$ cat config.mk
export PLATFORM = sky130hd
export DESIGN_NAME = indexed_list_insert_remove
export DESIGN_NICKNAME = d
export VERILOG_FILES = /design/src/design/ilir_pkg.sv /design/src/design/ilir_cell.sv /design/src/design/indexed_list_insert_remove.sv
export SDC_FILE = /design/constraint.sdc
export NUM_CORES = 2
export LEC_CHECK = 0
export BUFFER_PORTS_ARGS = -buffer_cell sky130_fd_sc_hd__buf_2
export CAP_MARGIN = 20
export CORE_MARGIN = 8
export CORE_UTILIZATION = 30
export CTS_CLUSTER_SIZE = 10
export DETAILED_ROUTE_END_ITERATION = 7
export REMOVE_ABC_BUFFERS = 1
export SYNTH_ARGS = -nofsm -noshare
export SYNTH_HDL_FRONTEND = slang
export SYNTH_SLANG_ARGS = --single-unit
$ cat constraint.sdc
create_clock -name clk_i -period 8.8 [get_ports clk_i]
set_clock_uncertainty 0.1 [all_clocks]
set_input_delay 1.32 -clock clk_i [delete_from_list [all_inputs] [get_ports clk_i]]
set_output_delay 1.32 -clock clk_i [all_outputs]
set_load 0.005 [all_outputs]
$ cat src/design/ilir_pkg.sv
// Shared types and constants for the indexed list block.
// No dependencies; used by ilir_cell, indexed_list_insert_remove and ilir_checker.
package ilir_pkg;

  // Width of one stored move record: from_row, from_col, to_row, to_col, tag.
  localparam int unsigned RecW = 19;

  // Width of the capacity limit register and its reset value.
  localparam int unsigned CapW = 7;
  localparam logic [CapW-1:0] CAP_RESET = 7'd64;

  // Register index of capacity_limit on the configuration port.
  localparam logic [0:0] REG_CAP_IDX = 1'b0;

  typedef logic [RecW-1:0] rec_t;

  // Operation codes carried in the input tuser.
  typedef enum logic [2:0] {
    OP_INSERT_AT   = 3'd0,
    OP_INSERT_LAST = 3'd1,
    OP_REMOVE_AT   = 3'd2,
    OP_REMOVE_LAST = 3'd3,
    OP_READ_AT     = 3'd4,
    OP_READ_LAST   = 3'd5,
    OP_CLEAR       = 3'd6
  } op_e;

  // Result status codes.
  typedef enum logic [1:0] {
    ST_OK        = 2'd0,
    ST_BAD_INDEX = 2'd1,
    ST_FULL      = 2'd2
  } status_e;

  // Shift command broadcast to every cell of the chain.
  typedef struct packed {
    logic ins;
    logic rem;
  } cell_ctl_t;

endpackage

$ cat src/design/ilir_cell.sv
// One slot of the list: holds a record and shifts with its neighbors.
// Depends on ilir_pkg.
module ilir_cell #(
  parameter int unsigned IdxW    = 6,
  parameter int unsigned CellIdx = 0
) (
  input  logic                clk_i,
  input  ilir_pkg::cell_ctl_t ctl_i,
  input  logic [IdxW-1:0]     idx_i,
  input  ilir_pkg::rec_t      rec_i,
  input  ilir_pkg::rec_t      below_i,
  input  ilir_pkg::rec_t      above_i,
  output ilir_pkg::rec_t      entry_o,
  output ilir_pkg::rec_t      tap_o
);

  localparam logic [IdxW-1:0] MyIdx = IdxW'(CellIdx);

  ilir_pkg::rec_t entry_q, entry_d;

  // Insert moves entries at and above the index up one slot; remove pulls down those above.
  always_comb begin
    entry_d = entry_q;
    if (ctl_i.ins) begin
      if (MyIdx > idx_i) begin
        entry_d = below_i;
      end else if (MyIdx == idx_i) begin
        entry_d = rec_i;
      end
    end else if (ctl_i.rem) begin
      if (MyIdx >= idx_i) begin
        entry_d = above_i;
      end
    end
  end

  always_ff @(posedge clk_i) begin
    entry_q <= entry_d;
  end

  // The addressed cell puts its record on the read tap, all others drive zero.
  assign tap_o   = (MyIdx == idx_i) ? entry_q : '0;
  assign entry_o = entry_q;

endmodule

$ cat src/design/indexed_list_insert_remove.sv
// Top level of the indexed list: chain of record cells, count and pipeline.
// Depends on ilir_pkg and ilir_cell.
//
// An ordered list of move records with insert, remove, read and clear by index.
// Input words arrive on the s_axis channel: the operation code in tuser, the
// position and the record to insert in tdata. Each input word yields exactly
// one result word on the m_axis channel with status, the record read, the live
// count and the full and empty flags.
// The capacity limit is set through the APB port at byte address 0.
// Each accepted word goes through the gather stage and the result register.
// One word is accepted every cycle unless the receiver stalls: all cells
// shift together at the acceptance edge, and a read gathers the addressed
// cell through a two-level registered OR tree. When the receiver stalls, the
// result register and the gather stage hold their words and s_axis_tready
// drops once both are occupied. Reset empties the list, sets the capacity
// limit to 64 and clears all valid flags. The record cells are not reset; no
// entry is read before it is written.
module indexed_list_insert_remove #(
  parameter int unsigned MaxDepth = 64
) (
  input  logic        clk_i,
  input  logic        rst_ni,
  // Input channel.
  input  logic        s_axis_tvalid,
  output logic        s_axis_tready,
  // tdata: position[6:0], entry_from_row[9:7], entry_from_col[12:10],
  // entry_to_row[15:13], entry_to_col[18:16], entry_tag[25:19], zero pad.
  input  logic [31:0] s_axis_tdata,
  // tuser: op[2:0].
  input  logic [2:0]  s_axis_tuser,
  // Result channel.
  output logic        m_axis_tvalid,
  input  logic        m_axis_tready,
  // tdata: status[1:0], out_from_row[5:2], out_from_col[9:6], out_to_row[13:10],
  // out_to_col[17:14], out_tag[25:18], live_count[32:26], is_full[33],
  // is_empty[34], zero pad.
  output logic [39:0] m_axis_tdata,
  // Configuration port.
  input  logic        psel,
  input  logic        penable,
  input  logic        pwrite,
  input  logic [2:0]  paddr,
  input  logic [31:0] pwdata,
  output logic [31:0] prdata,
  output logic        pready
);

  localparam int unsigned IdxW = (MaxDepth > 1) ? $clog2(MaxDepth) : 1;
  localparam int unsigned CntW = $clog2(MaxDepth + 1);
  localparam int unsigned CmpW = (CntW > 7) ? CntW : 7;
  localparam int unsigned NGrp = (MaxDepth + 7) / 8;
  localparam int unsigned NPad = NGrp * 8;

  // ---------------------------------------------------------------------------
  // Configuration register.
  logic [ilir_pkg::CapW-1:0] cap_q;
  logic                      cfg_wr;

  assign pready = 1'b1;
  assign cfg_wr = psel && penable && pwrite && (paddr[2] == ilir_pkg::REG_CAP_IDX);

  always_ff @(posedge clk_i or negedge rst_ni) begin
    if (!rst_ni) begin
      cap_q <= ilir_pkg::CAP_RESET;
    end else if (cfg_wr) begin
      cap_q <= pwdata[ilir_pkg::CapW-1:0];
    end
  end

  assign prdata = (paddr[2] == ilir_pkg::REG_CAP_IDX) ?
                  {{(32 - ilir_pkg::CapW){1'b0}}, cap_q} : 32'd0;

  // ---------------------------------------------------------------------------
  // Input unpacking.
  ilir_pkg::op_e  op;
  logic [6:0]     position;
  ilir_pkg::rec_t rec;

  assign op       = ilir_pkg::op_e'(s_axis_tuser);
  assign position = s_axis_tdata[6:0];
  assign rec      = {s_axis_tdata[9:7], s_axis_tdata[12:10], s_axis_tdata[15:13],
                     s_axis_tdata[18:16], s_axis_tdata[25:19]};

  // ---------------------------------------------------------------------------
  // Pipeline handshakes.
  logic s1_valid_q, out_valid_q;
  logic s1_adv, s_acc;

  assign s1_adv        = !out_valid_q || m_axis_tready;
  assign s_axis_tready = !s1_valid_q || s1_adv;
  assign s_acc         = s_axis_tvalid && s_axis_tready;

  // ---------------------------------------------------------------------------
  // Decode, bound checks and next count.
  logic [CntW-1:0]      cnt_q;
  logic [CmpW-1:0]      cnt_ext, cap_ext, lim, idx, cnt_new;
  logic                 is_ins, is_rem, is_rd, is_clr, bad_op;
  ilir_pkg::status_e    status;
  ilir_pkg::cell_ctl_t  ctl;

  assign cnt_ext = CmpW'(cnt_q);
  assign cap_ext = CmpW'(cap_q);

  // Effective limit: zero acts as one, and the depth caps it.
  always_comb begin
    if (cap_ext == '0) begin
      lim = CmpW'(1);
    end else if (cap_ext > CmpW'(MaxDepth)) begin
      lim = CmpW'(MaxDepth);
    end else begin
      lim = cap_ext;
    end
  end

  // Operation decoder; the last variants index by the count.
  always_comb begin
    is_ins = 1'b0;
    is_rem = 1'b0;
    is_rd  = 1'b0;
    is_clr = 1'b0;
    bad_op = 1'b0;
    idx    = CmpW'(position);
    unique case (op)
      ilir_pkg::OP_INSERT_AT: begin
        is_ins = 1'b1;
      end
      ilir_pkg::OP_INSERT_LAST: begin
        is_ins = 1'b1;
        idx    = cnt_ext;
      end
      ilir_pkg::OP_REMOVE_AT: begin
        is_rem = 1'b1;
      end
      ilir_pkg::OP_REMOVE_LAST: begin
        is_rem = 1'b1;
        idx    = cnt_ext - CmpW'(1);
      end
      ilir_pkg::OP_READ_AT: begin
        is_rd = 1'b1;
      end
      ilir_pkg::OP_READ_LAST: begin
        is_rd = 1'b1;
        idx   = cnt_ext - CmpW'(1);
      end
      ilir_pkg::OP_CLEAR: begin
        is_clr = 1'b1;
      end
      default: begin
        bad_op = 1'b1;
      end
    endcase
  end

  // Status and count after the operation. On an empty list the last variants
  // wrap the index to all ones, which fails the bound check.
  always_comb begin
    status  = ilir_pkg::ST_OK;
    cnt_new = cnt_ext;
    if (is_ins) begin
      if (idx > cnt_ext) begin
        status = ilir_pkg::ST_BAD_INDEX;
      end else if (cnt_ext >= lim) begin
        status = ilir_pkg::ST_FULL;
      end else begin
        cnt_new = cnt_ext + CmpW'(1);
      end
    end
    if (is_rem) begin
      if (idx >= cnt_ext) begin
        status = ilir_pkg::ST_BAD_INDEX;
      end else begin
        cnt_new = cnt_ext - CmpW'(1);
      end
    end
    if (is_rd && (idx >= cnt_ext)) begin
      status = ilir_pkg::ST_BAD_INDEX;
    end
    if (is_clr) begin
      cnt_new = '0;
    end
    if (bad_op) begin
      status = ilir_pkg::ST_BAD_INDEX;
    end
  end

  assign ctl.ins = s_acc && is_ins && (status == ilir_pkg::ST_OK);
  assign ctl.rem = s_acc && is_rem && (status == ilir_pkg::ST_OK);

  always_ff @(posedge clk_i or negedge rst_ni) begin
    if (!rst_ni) begin
      cnt_q <= '0;
    end else if (s_acc) begin
      cnt_q <= CntW'(cnt_new);
    end
  end

  // ---------------------------------------------------------------------------
  // Chain of record cells.
  ilir_pkg::rec_t entry [MaxDepth];
  ilir_pkg::rec_t tap   [NPad];

  for (genvar i = 0; i < NPad; i++) begin : g_cell
    if (i < MaxDepth) begin : g_live
      ilir_pkg::rec_t below, above;
      if (i == 0) begin : g_first
        assign below = rec;
      end else begin : g_mid_lo
        assign below = entry[i-1];
      end
      if (i == MaxDepth - 1) begin : g_last
        assign above = entry[i];
      end else begin : g_mid_hi
        assign above = entry[i+1];
      end
      ilir_cell #(
        .IdxW    (IdxW),
        .CellIdx (i)
      ) u_cell (
        .clk_i   (clk_i),
        .ctl_i   (ctl),
        .idx_i   (idx[IdxW-1:0]),
        .rec_i   (rec),
        .below_i (below),
        .above_i (above),
        .entry_o (entry[i]),
        .tap_o   (tap[i])
      );
    end else begin : g_pad
      assign tap[i] = '0;
    end
  end

  // ---------------------------------------------------------------------------
  // Gather stage: first OR level over groups of eight taps.
  ilir_pkg::rec_t grp_d [NGrp];
  ilir_pkg::rec_t grp_q [NGrp];

  always_comb begin
    for (int g = 0; g < NGrp; g++) begin
      grp_d[g] = '0;
      for (int k = 0; k < 8; k++) begin
        grp_d[g] = grp_d[g] | tap[g*8 + k];
      end
    end
  end

  logic              s1_rd_ok_q, s1_rd_bad_q, s1_full_q, s1_empty_q;
  ilir_pkg::status_e s1_status_q;
  logic [6:0]        s1_cnt_q;

  always_ff @(posedge clk_i or negedge rst_ni) begin
    if (!rst_ni) begin
      s1_valid_q <= 1'b0;
    end else if (s_acc) begin
      s1_valid_q <= 1'b1;
    end else if (s1_adv) begin
      s1_valid_q <= 1'b0;
    end
  end

  always_ff @(posedge clk_i) begin
    if (s_acc) begin
      grp_q       <= grp_d;
      s1_status_q <= status;
      s1_rd_ok_q  <= is_rd && (status == ilir_pkg::ST_OK);
      s1_rd_bad_q <= is_rd && (status != ilir_pkg::ST_OK);
      s1_cnt_q    <= cnt_new[6:0];
      s1_full_q   <= (cnt_new >= lim);
      s1_empty_q  <= (cnt_new == '0);
    end
  end

  // ---------------------------------------------------------------------------
  // Output stage: second OR level and result formatting.
  ilir_pkg::rec_t rd_rec;
  logic [3:0]     f_from_row, f_from_col, f_to_row, f_to_col;
  logic [7:0]     f_tag;

  always_comb begin
    rd_rec = '0;
    for (int g = 0; g < NGrp; g++) begin
      rd_rec = rd_rec | grp_q[g];
    end
  end

  always_comb begin
    if (s1_rd_ok_q) begin
      f_from_row = {1'b0, rd_rec[18:16]};
      f_from_col = {1'b0, rd_rec[15:13]};
      f_to_row   = {1'b0, rd_rec[12:10]};
      f_to_col   = {1'b0, rd_rec[9:7]};
      f_tag      = {1'b0, rd_rec[6:0]};
    end else if (s1_rd_bad_q) begin
      f_from_row = '1;
      f_from_col = '1;
      f_to_row   = '1;
      f_to_col   = '1;
      f_tag      = '1;
    end else begin
      f_from_row = '0;
      f_from_col = '0;
      f_to_row   = '0;
      f_to_col   = '0;
      f_tag      = '0;
    end
  end

  logic [39:0] out_data_q;

  always_ff @(posedge clk_i or negedge rst_ni) begin
    if (!rst_ni) begin
      out_valid_q <= 1'b0;
    end else if (s1_adv) begin
      out_valid_q <= s1_valid_q;
    end
  end

  always_ff @(posedge clk_i) begin
    if (s1_adv && s1_valid_q) begin
      out_data_q <= {5'd0, s1_empty_q, s1_full_q, s1_cnt_q, f_tag, f_to_col, f_to_row,
                     f_from_col, f_from_row, s1_status_q};
    end
  end

  assign m_axis_tvalid = out_valid_q;
  assign m_axis_tdata  = out_data_q;

endmodule

==> flow_summary.json <==
{
  "status": "finished, violations left",
  "violated_checks": "DRC",
  "clkLatencyLatePin_ns": 0.83,
  "final.setup.tns_ns": 0,
  "die_footprint_um2": 274000,
  "critical-path-max-stage-delay_ns": 0.90,
  "cts_htree_levels": 4,
  "grt_first_pass_wirelength_mm": 424,
  "track_usage_pct": 20.6,
  "timing.max_cap.violations": 0,
  "yosysSeqAreaShare_pct": 55.5,
  "routed_wirelength_mm": 296,
  "reg2reg_depth": 15,
  "grt_setup_unrepaired": "false",
  "post_route_minimum_period_ns": 6.64,
  "worstSetupStartpointType": "primary input",
  "path_clk_slew_ns": 0.06,
  "root_buffer": "clkbuf_16",
  "reg2reg_from": "cnt_ext[0]",
  "reg2reg_slack_ns": 2.42,
  "post-dp-hpwl_mm": 186,
  "ys_seq_elements": 1428,
  "ir_worst_vdd_mv": 0.220,
  "post_cts_buffers": 0,
  "post_cts_resized": 0,
  "netlist-cell-type-count": 78,
  "globalRouteOverflowTotal": 0,
  "post-route-period-util_pct": 75.4,
  "place.gp.congestion": 0.907,
  "worst_path_max_delay_cell": "a21oi_4",
  "vias_in_the_first_global_route": 59800,
  "grt_max_degree": 236,
  "p_leak_uw": 0.0317,
  "vias_per_cell": 5.99,
  "crit_path_max_fanout": 28,
  "fp.dieH_um": 523,
  "grt_antenna_before_repair": 14,
  "detailed_routing_iteration_count_for_the_pre_antenna_repair_pass": 8,
  "critPathKind": "in -> reg",
  "n_fill_cell": 25500,
  "tightestPinTransition_ns": 1.33,
  "finalMaxSlewViolations": 0,
  "crit_required_ns": 9.22,
  "layout-area-overhead-vs-synth_pct": 12.1,
  "nets": 7239,
  "max_slew_margin_pct": 10.4,
  "synthesis.area_per_instance_um2": 10.5,
  "critical_path_arrival_ns": 7.05,
  "synth_cells": 7327,
  "hold_violations": 0,
  "cts_hold_buffers": 0,
  "crit_path_frequent_cell": "buf_4",
  "starting_density_of_the_core_pct": 30.1,
  "std_cell_rows": 186,
  "crit-reg2reg-capture": "g_cell[4].g_live.u_cell.entry_o[17]",
  "synthMostInstantiatedCell": "nand2_1",
  "worstSetupEndpointType": "flip-flop",
  "io-pin-count": 152,
  "fmax_mhz": 151,
  "setup-violations-final": 0,
  "cts.sink_count": 1428,
  "core_area_um2": 256000,
  "yosys_warnings": 0,
  "netlist.area_leader.share_pct": 55.0,
  "ys.flop_type": "edfxtp_1",
  "layout-drive-gt1-share_pct": 10.1,
  "final_core_util_pct": 33.7,
  "syn_area_um2": 77200,
  "die-width_um": 523,
  "path_cells": "buf_2, xor2_1, mux2_2, a21oi_4, inv_2, ha_1, nand2b_1, a211o_1, a21oi_1, nor2b_1, a2111oi_0, or4_4, buf_4, nor3_2, buf_4",
  "most_area_consuming_cells_after_synthesis": "edfxtp_1, mux2i_1, nand2_1",
  "drcViolationCount": 2,
  "worst_setup_path_startpoint": "s_axis_tuser[2]",
  "postRouteAntennaNets": 0,
  "routedWlPerCell_um": 27.9,
  "postSynth.asyncResetShare_pct": 1.12,
  "powerDensity_nw_per_um2": 247,
  "flip_flop_and_latch_area_um2": 42800,
  "num_vias": 63500,
  "drt_iter0_markers": 10300,
  "tritoncts_clock_tree": "done",
  "synth_top_cell_by_area": "edfxtp_1",
  "critPathCapture": "g_cell[4].g_live.u_cell.entry_o[17]",
  "multi_input_combinational_cell_area_um2": 31900,
  "ctsLongestPathBuffers": 3,
  "worstHoldPathType": "in -> async",
  "synth.cells.most_frequent": "nand2_1, edfxtp_1, mux2i_1",
  "port_buffers": 87,
  "cts_buffers": 168,
  "synth_edf_count": 1412
}
==> cells in the final DEF, fill, tap and decap left out, types with 89 or more instances in the layout <==
cell and count:
buf_4 223, nand2_1 1450, a31oi_1 116, clkbuf_16 169, o211ai_1 316, nand3_1 451, o21ai_0 725, a22oi_1 260
edfxtp_1 1412, mux2i_1 746, a222oi_1 89, and3_1 95, nor2_1 260
==> cell families (layout without fill, tap and decap cells) <==
| family | Yosys count | count (layout) | synth area share [%] |
|---|---|---|---|
| buffers and inverters | 750 | 605 | 4.30 |
| adders and majority gates | 26 | 26 | 0.412 |
| AOI/OAI and AO/OA | 1806 | 1806 | 15.3 |
| muxes | 759 | 759 | 9.87 |
| other | 2 | 35 | 0.00973 |
| and+or+nand+nor | 2554 | 2554 | 14.6 |
| xor gates and xnor gates | 2 | 2 | 0.0227 |
| DFF | 1428 | 1428 | 55.5 |
==> worst min path at each step <==
stage | start | endpoint | cells past startpoint
2_1_floorplan | s1_status_q[0] | m_axis_tdata[0] | 0
3_3_place_gp | s1_cnt_q[0] | m_axis_tdata[26] | 0
3_5_place_dp | s1_status_q[1] | m_axis_tdata[1] | 0
4_1_cts | rst_ni | m_axis_tvalid | 1
5_1_grt | rst_ni | m_axis_tvalid | 1
6_report | rst_ni | m_axis_tvalid | 1
==> layout make-up <==
class / instances / share of cell area [%]
tap: 3384 / 4.90
inverter: 27 / 0.136
timing repair buffer: 336 / 3.05
antenna: 4 / 0.0116
clock inverter: 27 / 0.450
clock buffer: 215 / 5.10
sequential: 1428 / 49.5
multi-input combinational: 5178 / 36.9
==> power by group <==
part / internal [µW] / switching, µW / leakage [µW]
registers: 8450 / 557 / 0.0132
logic: 1780 / 4070 / 0.0162
clock network: 3570 / 2880 / 0.00232
==> flip-flops by register name (all words and copies together) (netlist names) <==
signal and cells:
grp_q 152, m_axis_tdata 31, s1_rd_bad_q 1, s1_rd_ok_q 1, g_cell.g_live.u_cell.entry_o 1216, s1_valid_q 1
m_axis_tvalid 1, s1_empty_q 1, s1_cnt_q 7, s1_status_q 2, s1_full_q 1, cap_ext 7
cnt_ext 7
==> through the flow <==
stage          hold WS, ns  cells  area, µm²  setup WS, ns  total power (µW)
2_1_floorplan        0.300   6633      74000        -72.52             13800
3_3_place_gp         0.307  10300      81300          1.33             14700
3_5_place_dp         0.307  10300      81400          1.41             14800
4_1_cts              0.291  10600      86200          2.28             21200
5_1_grt              0.328  10600      86500          1.92             22000
6_report             0.318  10600      86500          2.16             21300
==> worst max-delay path, delay by kind of cell <==
| family | cells | cell delay [ns] |
|---|---|---|
| AOI/OAI and AO/OA | 4 | 1.64 |
| xor gates and xnor gates | 1 | 0.19 |
| adders and majority gates | 1 | 0.35 |
| buffers and inverters | 4 | 1.24 |
| muxes | 1 | 0.33 |
| and+or+nand+nor | 4 | 1.88 |
==> routing by layer <==
metal	vias to the layer above	GRT usage (%)	share of wire, %
li1	27200	-	-
met1	31100	27.7	39
met2	4481	30.3	43
met3	704	5.79	13
met4	8	10.3	5.5
met5	-	0	0.020
(Power assumes the default switching activity.)
